<file path="src/design/assert_macros.svh">
// shared concurrent assertion macros
`ifndef ASSERT_MACROS_SVH
`define ASSERT_MACROS_SVH

`ifndef SYNTHESIS

// property must hold at every clock edge outside reset
`define ASSERT_CLK(lbl, clk, rst_n, prop, msg) \
	lbl: assert property (@(posedge clk) disable iff (!rst_n) (prop)) else $error(msg);

// condition must never be true outside reset
`define ASSERT_NEVER(lbl, clk, rst_n, cond, msg) \
	lbl: assert property (@(posedge clk) disable iff (!rst_n) !(cond)) else $error(msg);

`else

`define ASSERT_CLK(lbl, clk, rst_n, prop, msg)
`define ASSERT_NEVER(lbl, clk, rst_n, cond, msg)

`endif

`endif

</file>
<file path="src/design/ookpw_pkg.sv">
`default_nettype none

package ookpw_pkg;

	localparam int unsigned MAX_BITS = 32;
	localparam int unsigned PREAMBLE_PULSES = 10;

	// configuration register indexes
	localparam logic [1:0] CFG_TE     = 2'd0;
	localparam logic [1:0] CFG_BITS   = 2'd1;
	localparam logic [1:0] CFG_REPEAT = 2'd2;
	localparam logic [1:0] CFG_GAP    = 2'd3;

	// segment length kinds: 1 te, 3 te, 31 te
	localparam logic [1:0] SEG_SHORT = 2'd0;
	localparam logic [1:0] SEG_LONG  = 2'd1;
	localparam logic [1:0] SEG_SYNC  = 2'd2;

	localparam logic [0:0] OP_TICK  = 1'b0;
	localparam logic [0:0] OP_START = 1'b1;

	typedef struct packed {
		logic [0:0]  opcode;
		logic [31:0] payload;
	} in_item_t;

	typedef struct packed {
		logic line_level;
		logic busy_res;
		logic frame_done;
	} out_item_t;

	function automatic logic [20:0] seg_len(input logic [15:0] te, input logic [1:0] kind);
		logic [20:0] n;
		case (kind)
			SEG_SHORT: n = {5'd0, te};
			SEG_LONG:  n = {5'd0, te} + {4'd0, te, 1'b0};
			SEG_SYNC:  n = {te, 5'd0} - {5'd0, te};
			default:   n = {5'd0, te};
		endcase
		return (n == 21'd0) ? 21'd1 : n;
	endfunction

	// payload bit for a data pulse, pulse index counts bits still to send
	function automatic logic cur_bit(input logic [31:0] pl, input logic [5:0] pi);
		logic [5:0] idx;
		idx = pi - 6'd1;
		if (pi == 6'd0 || idx[5]) begin
			return 1'b0;
		end
		return pl[idx[4:0]];
	endfunction

endpackage

`default_nettype wire

</file>
<file path="src/design/ook_pulse_width_frame_tx.sv">
// On-off-keyed pulse-width frame transmitter.
// Input channel (in_valid / in_stall / in_data): each transaction is either a
// one-microsecond tick or a start carrying the payload word. Every input
// transaction yields exactly one output transaction (out_valid / out_stall /
// out_data) with the line level of that microsecond, the busy flag and a
// done flag on the item where the last frame ends or a zero-repeat start.
// The input register feeds the frame sequencer, whose result is captured in
// the result register. Throughput is one transaction per clock while the
// receiver does not stall; the sequencer (phase, pulse and tick counters)
// settles one item per cycle.
// When the receiver stalls, the result register holds and the input register
// fills, after which in_stall is raised; nothing is dropped.
// Configuration (te, bit count, repeat count, gap) goes through cfg_we /
// cfg_index / cfg_data; the user must write it only while no transaction is
// in flight, which the block does not enforce. Reset (arst_n low) returns
// the block to idle with the default configuration and empties both registers.
`default_nettype none

`include "assert_macros.svh"

module ook_pulse_width_frame_tx (
	input  wire                  clk,
	input  wire                  arst_n,
	input  wire                  in_valid,
	output logic                 in_stall,
	input  ookpw_pkg::in_item_t  in_data,
	output logic                 out_valid,
	input  wire                  out_stall,
	output ookpw_pkg::out_item_t out_data,
	input  wire                  cfg_we,
	input  wire [1:0]            cfg_index,
	input  wire [19:0]           cfg_data
);

	localparam logic [2:0] PH_IDLE = 3'd0;
	localparam logic [2:0] PH_PRE  = 3'd1;
	localparam logic [2:0] PH_DATA = 3'd2;
	localparam logic [2:0] PH_SYNC = 3'd3;
	localparam logic [2:0] PH_GAP  = 3'd4;

	localparam logic [5:0] MAX_BITS_C = 6'(ookpw_pkg::MAX_BITS);
	localparam logic [5:0] PRE_LAST   = 6'(ookpw_pkg::PREAMBLE_PULSES);

	logic [15:0] te_q;
	logic [5:0]  bits_q;
	logic [7:0]  repeat_q;
	logic [19:0] gap_q;

	logic [31:0] payload_q;
	logic [2:0]  phase_q;
	logic [7:0]  repeats_q;
	logic [5:0]  pulse_q;
	logic        high_q;
	logic [20:0] ticks_q;

	logic                 valid_s1;
	ookpw_pkg::in_item_t  item_s1;
	logic                 res_valid_s2;
	ookpw_pkg::out_item_t res_s2;

	logic adv;

	logic [31:0] pl_n;
	logic [2:0]  ph_n;
	logic [7:0]  rep_n;
	logic [5:0]  pi_n;
	logic        hh_n;
	logic [20:0] tl_n;
	logic        done_n;
	logic        level_n;
	logic        busy_c;
	logic [5:0]  nb;

	assign adv       = !res_valid_s2 || !out_stall;
	assign in_stall  = valid_s1 && !adv;
	assign out_valid = res_valid_s2;
	assign out_data  = res_s2;

	// configuration registers
	always_ff @(posedge clk or negedge arst_n) begin
		if (!arst_n) begin
			te_q     <= 16'd350;
			bits_q   <= 6'd24;
			repeat_q <= 8'd4;
			gap_q    <= 20'd10000;
		end else if (cfg_we) begin
			case (cfg_index)
				ookpw_pkg::CFG_TE:     te_q     <= cfg_data[15:0];
				ookpw_pkg::CFG_BITS:   bits_q   <= cfg_data[5:0];
				ookpw_pkg::CFG_REPEAT: repeat_q <= cfg_data[7:0];
				ookpw_pkg::CFG_GAP:    gap_q    <= cfg_data;
				default: ;
			endcase
		end
	end

	always_comb begin
		pl_n    = payload_q;
		ph_n    = phase_q;
		rep_n   = repeats_q;
		pi_n    = pulse_q;
		hh_n    = high_q;
		tl_n    = ticks_q;
		done_n  = 1'b0;
		busy_c  = (phase_q != PH_IDLE);
		level_n = busy_c && (phase_q != PH_GAP) && high_q;
		nb      = (bits_q > MAX_BITS_C) ? MAX_BITS_C : bits_q;

		if (item_s1.opcode == ookpw_pkg::OP_START) begin
			if (!busy_c) begin
				pl_n  = item_s1.payload;
				rep_n = repeat_q;
				if (repeat_q == 8'd0) begin
					done_n = 1'b1;
				end else begin
					ph_n = PH_PRE;
					pi_n = 6'd0;
					hh_n = 1'b1;
					tl_n = ookpw_pkg::seg_len(te_q, ookpw_pkg::SEG_SHORT);
				end
			end
		end else if (busy_c) begin
			if (ticks_q != 21'd0) begin
				tl_n = ticks_q - 21'd1;
			end
			if (tl_n == 21'd0) begin
				// segment finished
				if (phase_q == PH_GAP || (phase_q == PH_SYNC && !high_q && gap_q == 20'd0)) begin
					rep_n = repeats_q - 8'd1;
					if (rep_n == 8'd0) begin
						ph_n   = PH_IDLE;
						hh_n   = 1'b0;
						tl_n   = 21'd0;
						pi_n   = 6'd0;
						done_n = 1'b1;
					end else begin
						ph_n = PH_PRE;
						pi_n = 6'd0;
						hh_n = 1'b1;
						tl_n = ookpw_pkg::seg_len(te_q, ookpw_pkg::SEG_SHORT);
					end
				end else if (high_q) begin
					hh_n = 1'b0;
					if (phase_q == PH_SYNC) begin
						tl_n = ookpw_pkg::seg_len(te_q, ookpw_pkg::SEG_SYNC);
					end else if (phase_q == PH_DATA && ookpw_pkg::cur_bit(payload_q, pulse_q)) begin
						tl_n = ookpw_pkg::seg_len(te_q, ookpw_pkg::SEG_SHORT);
					end else begin
						tl_n = ookpw_pkg::seg_len(te_q, ookpw_pkg::SEG_LONG);
					end
				end else if (phase_q == PH_SYNC) begin
					// sync low done with a nonzero gap
					ph_n = PH_GAP;
					hh_n = 1'b0;
					tl_n = {1'b0, gap_q};
				end else begin
					hh_n = 1'b1;
					if (phase_q == PH_PRE) begin
						pi_n = pulse_q + 6'd1;
						if (pi_n == PRE_LAST) begin
							if (nb != 6'd0) begin
								ph_n = PH_DATA;
								pi_n = nb;
							end else begin
								ph_n = PH_SYNC;
								pi_n = 6'd0;
							end
						end
					end else begin
						pi_n = pulse_q - 6'd1;
						if (pi_n == 6'd0) begin
							ph_n = PH_SYNC;
						end
					end
					if (ph_n == PH_DATA && ookpw_pkg::cur_bit(payload_q, pi_n)) begin
						tl_n = ookpw_pkg::seg_len(te_q, ookpw_pkg::SEG_LONG);
					end else begin
						tl_n = ookpw_pkg::seg_len(te_q, ookpw_pkg::SEG_SHORT);
					end
				end
			end
		end
	end

	// input register
	always_ff @(posedge clk or negedge arst_n) begin
		if (!arst_n) begin
			valid_s1 <= 1'b0;
		end else if (!in_stall) begin
			valid_s1 <= in_valid;
		end
	end

	always_ff @(posedge clk) begin
		if (in_valid && !in_stall) begin
			item_s1 <= in_data;
		end
	end

	// sequencer state
	always_ff @(posedge clk or negedge arst_n) begin
		if (!arst_n) begin
			payload_q <= 32'd0;
			phase_q   <= PH_IDLE;
			repeats_q <= 8'd0;
			pulse_q   <= 6'd0;
			high_q    <= 1'b0;
			ticks_q   <= 21'd0;
		end else if (valid_s1 && adv) begin
			payload_q <= pl_n;
			phase_q   <= ph_n;
			repeats_q <= rep_n;
			pulse_q   <= pi_n;
			high_q    <= hh_n;
			ticks_q   <= tl_n;
		end
	end

	// result register
	always_ff @(posedge clk or negedge arst_n) begin
		if (!arst_n) begin
			res_valid_s2 <= 1'b0;
		end else if (adv) begin
			res_valid_s2 <= valid_s1;
		end
	end

	always_ff @(posedge clk) begin
		if (valid_s1 && adv) begin
			res_s2.line_level <= level_n;
			res_s2.busy_res   <= (ph_n != PH_IDLE);
			res_s2.frame_done <= done_n;
		end
	end

	`ASSERT_CLK(a_idle_clear, clk, arst_n, (phase_q == PH_IDLE) |-> (ticks_q == 21'd0 && !high_q), "idle with live segment")
	`ASSERT_CLK(a_done_not_busy, clk, arst_n, (res_valid_s2 && res_s2.frame_done) |-> !res_s2.busy_res, "done while still busy")
	`ASSERT_NEVER(a_pulse_range, clk, arst_n, pulse_q > MAX_BITS_C, "pulse index beyond bit limit")
	`ASSERT_CLK(a_pre_range, clk, arst_n, (phase_q == PH_PRE) |-> (pulse_q < PRE_LAST), "preamble count overrun")
	`ASSERT_CLK(a_stall_holds, clk, arst_n, (valid_s1 && !adv) |=> valid_s1, "input register lost a transaction")

endmodule

`default_nettype wire

</file>
<file path="config.mk">
export PLATFORM = sky130hd
export DESIGN_NAME = ook_pulse_width_frame_tx
export DESIGN_NICKNAME = d
export VERILOG_FILES = /design/src/design/ookpw_pkg.sv /design/src/design/ook_pulse_width_frame_tx.sv
export VERILOG_INCLUDE_DIRS = /design/src /design/src/design
export SDC_FILE = /design/constraint.sdc
export NUM_CORES = 1
export LEC_CHECK = 0
export BUFFER_PORTS_ARGS = -buffer_cell sky130_fd_sc_hd__buf_2
export CAP_MARGIN = 20
export CELL_PAD_IN_SITES_DETAIL_PLACEMENT = 1
export CELL_PAD_IN_SITES_GLOBAL_PLACEMENT = 2
export CORE_ASPECT_RATIO = 1.25
export CORE_MARGIN = 3
export CORE_UTILIZATION = 40
export DETAILED_ROUTE_END_ITERATION = 8
export HOLD_SLACK_MARGIN = 0.12
export PLACE_DENSITY_LB_ADDON = 0.1
export SETUP_SLACK_MARGIN = 0.4
export SLEW_MARGIN = 20
export SYNTH_ARGS = -nofsm -noshare
export SYNTH_HDL_FRONTEND = slang
export SYNTH_SLANG_ARGS = --single-unit
</file>
<file path="constraint.sdc">
create_clock -name clk -period 5.7 [get_ports clk]
set_input_delay 0.57 -clock clk [delete_from_list [all_inputs] [get_ports clk]]
set_output_delay 0.57 -clock clk [all_outputs]
set_load 0.01 [all_outputs]
</file>
==> impl_metrics.json <==
{
  "outcome": "complete, no violations",
  "grt_pass1_vias": 10340,
  "finalCritPeriodShare": 0.8651,
  "drt_first_iter_violations": 466,
  "ioPinCount": 65,
  "synth.area.mux_share": 0.1205,
  "cp-end-kind": "register",
  "multiInputGateArea_um2": 6736,
  "final_cell_mix": "dfrtp_1 (109), nand2_1 (94), nor2_1 (90)",
  "fin_crit_ns": 4.931,
  "ant_nets": 0,
  "fp.dieArea_um2": 30390,
  "die_h_um": 194.1,
  "wl_um": 38290,
  "hold_buffers": 0,
  "cts_max_level": 4,
  "path_common_cell": "ha_1",
  "clock_skew_ns": 0.007549,
  "gp_congestion": 0.8709,
  "ff2ff_setup_slack_ns": 0.77,
  "drive_gt1_frac": 0.1923,
  "clk_pin_slew_ns": 0.08,
  "dpl.cell_count": 1563,
  "vias_per_cell": 6.113,
  "port_buffers": 64,
  "clock_sinks": 159,
  "cts_buffer_depth": 2,
  "timing.rr.end": "ticks_q[0]$_DFFE_PN0P_",
  "synth-edff-count": 36,
  "yosysSeqAreaShare": 0.3687,
  "crit_required_ns": 6.02,
  "netlist_instances": 1195,
  "vias": 9769,
  "start_util": 0.4084,
  "switching_share": 0.4546,
  "sequentialPowerShare": 0.303,
  "leakagePower_uw": 0.005176,
  "p_comb_frac": 0.512,
  "slew_violations": 0,
  "tns_ns": 0,
  "final_common_cell": "dfrtp_1",
  "num-fill-cells": 3190,
  "max-slew-margin-rel": 0.3564,
  "crit_path_start_kind": "register",
  "hold_path.class": "input pin to asynchronous set/reset pin",
  "wl_per_cell_um": 23.96,
  "finalSetupViolCount": 0,
  "die_w_um": 156.5,
  "synth_compound_area_frac": 0.1931,
  "p_clk_frac": 0.185,
  "grt.overflow.total": 0,
  "grt_pass1_wl_um": 60090,
  "ys_ff_latch": 159,
  "ff2ff_path_depth": 16,
  "antenna_found_initial": 0,
  "max_slew.worst_pin.slew_ns": 0.9609,
  "drc": 0,
  "synth_top_family_by_area": "compound AO/OA/AOI/OAI gates",
  "synth_xor_area_frac": 0.03634,
  "crit_type": "register to register",
  "fmax_mhz": 202.8,
  "synth_async_sr_flop_share": 0.7736,
  "clk-insertion-delay-late_ns": 0.44,
  "cts_tree": "built",
  "path_cells": "inv_1 -> ha_1 -> nor4b_2 -> a41oi_2 -> nor4_4 -> mux2i_4 -> clkinv_4 -> ha_1 -> clkinv_1 -> mux4_1 -> nor3_1 -> o22ai_2 -> nand2_2 -> or4b_1 -> and3_1 -> o41a_1",
  "crit_arrival_ns": 5.25,
  "fin_cells": 1598,
  "firstDrtPassIters": 5,
  "cts_buffers": 17,
  "synth_fa_ha_area_frac": 0.05921,
  "synthSimpleGateAreaFrac": 0.1825,
  "layout.nets": 1348,
  "hold_viol": 0,
  "synth_area_um2": 11330,
  "p_switching_uw": 2852,
  "ir_drop_mv": 0.2291,
  "timing.rr.start": "pulse_q[1]$_DFFE_PN0P_",
  "rows": 68,
  "ff_latch_area_um2": 4177,
  "synth_warnings": 0,
  "syn_nets": 1308,
  "grt_max_degree": 64,
  "p_int_uw": 3422,
  "n_antenna_cell": 0,
  "worst_path_max_delay_cell": "or4b_1",
  "max_cap_violations": 0,
  "cp_max_fo": 20,
  "max_stage_delay_ns": 0.57,
  "avgSynthCellArea_um2": 9.479,
  "power_density_nw_per_um2": 497.5,
  "dpl.hpwl_um": 29170,
  "synth_cell_type_count": 91,
  "cts_root_buf": "clkbuf_16",
  "core-area_um2": 27740,
  "grt_use_total": 0.2551,
  "syn_to_final_growth_pct": 11.34,
  "synth_ff_type": "dfrtp_1",
  "rsz0062_at_grt": "false"
}
layer usage:
layer  track usage  vias to the layer above  routed length, um
li1              -                     4577                  -
met1        0.2890                     4861              14990
met2        0.4665                      235              20390
met3       0.03572                       96               1088
met4        0.1174                        0               1824
met5             0                        -                  0
registers in the layout (all words and copies together) (netlist names), 8 cells and up:
| signal | flops |
|---|---|
| item_s1 | 33 |
| repeats_q | 8 |
| repeat_q | 8 |
| ticks_q | 21 |
| payload_q | 32 |
| gap_q | 20 |
| te_q | 16 |
kinds of logic after synthesis:
kind of cell             after synthesis
AND/OR/NAND/NOR                      399
AO/OA/AOI/OAI                        328
flip-flops                           159
buffers and inverters                108
multiplexers                         101
adder cells (fa/ha/maj)               53
XOR/XNOR                              47
power groups by stage:
stage	Sequential [uW]	Clock, uW	Combinational [uW]
finish	1900	1160	3210
global route	1940	1240	3530
CTS	1900	1190	3210
detailed placement	1920	0	3180
global placement	1910	0	3130
floorplan	1690	0	2400
worst max-delay path by stage:
| stage | to | slack, ns | startpoint |
|---|---|---|---|
| floorplan | ticks_q[0]$_DFFE_PN0P_ | 1.37 | pulse_q[0]$_DFFE_PN0P_ |
| global placement | ticks_q[0]$_DFFE_PN0P_ | 0.66 | pulse_q[1]$_DFFE_PN0P_ |
| detailed placement | ticks_q[0]$_DFFE_PN0P_ | 0.33 | pulse_q[1]$_DFFE_PN0P_ |
| CTS | ticks_q[0]$_DFFE_PN0P_ | 0.56 | pulse_q[1]$_DFFE_PN0P_ |
| global route | ticks_q[6]$_DFFE_PN0P_ | 0.42 | pulse_q[1]$_DFFE_PN0P_ |
| finish | ticks_q[0]$_DFFE_PN0P_ | 0.77 | pulse_q[1]$_DFFE_PN0P_ |
per-stage QoR:
step	setup WS, ns	util	hold slack, ns	power (uW)	area, um2
floorplan	1.369	-	0.2744	4088	11330
global placement	0.6619	0.4316	0.4580	5034	11970
detailed placement	0.3299	0.4316	0.4654	5096	11970
CTS	0.5643	0.4531	0.2812	6293	12570
global route	0.4222	0.4547	0.2733	6712	12610
finish	0.7692	0.4547	0.2471	6274	12610
Yosys cell counts, types with 7 or more instances:
master / number / area share
and2_1: 12 / 0.0066
o22ai_1: 10 / 0.0055
dfstp_2: 14 / 0.032
edfxtp_1: 36 / 0.095
clkbuf_1: 50 / 0.017
a21o_1: 16 / 0.011
nor2_1: 91 / 0.030
o21ai_0: 89 / 0.039
buf_2: 7 / 0.0031
ha_1: 52 / 0.057
or3_1: 7 / 0.0039
o221ai_1: 9 / 0.0070
mux2_2: 69 / 0.069
a31oi_1: 16 / 0.0088
or4_1: 10 / 0.0066
dfrtp_1: 109 / 0.24
nand2_1: 94 / 0.031
inv_1: 39 / 0.013
mux2i_1: 13 / 0.011
nand3_1: 47 / 0.021
xor2_1: 19 / 0.015
nor3_1: 28 / 0.012
nor4_1: 21 / 0.012
a211oi_1: 11 / 0.0073
o31ai_1: 13 / 0.0086
a21oi_1: 66 / 0.029
mux4_1: 8 / 0.019
a221oi_1: 7 / 0.0054
mux4_2: 10 / 0.020
nand3b_1: 8 / 0.0053
xnor2_1: 28 / 0.022
and3_1: 14 / 0.0077
a22oi_1: 7 / 0.0046
nand4_1: 11 / 0.0061
nand2b_1: 17 / 0.0094
o211ai_1: 12 / 0.0080
worst max-delay path, delay by kind of cell (launching register included):
family          cells  cell delay, ns
mux                 2            0.66
flops               1            0.43
compound gates      3            0.80
simple gates        6            1.86
buf+inv             3            0.51
fa+ha+maj           2            0.52
timing repair:
action | 4_1_cts | 5_1_grt
setup endpoints to repair | 2 | 5
cloned | 0 | 0
endpoints found under the hold margin | 0 | 0
resized for setup | 0 | 2
setup buffers | 1 | 1
pin swaps | 0 | 1
area by class of cell:
cell class	instances	share of cell area
Inverter	42	0.01290
Clock buffer	17	0.03373
Clock inverter	15	0.01310
Timing Repair Buffer	87	0.04028
Sequential cell	159	0.3312
Multi-Input combinational cell	928	0.5341
Tap cell	350	0.03472
Note: power is estimated with default switching activity, not from simulation.
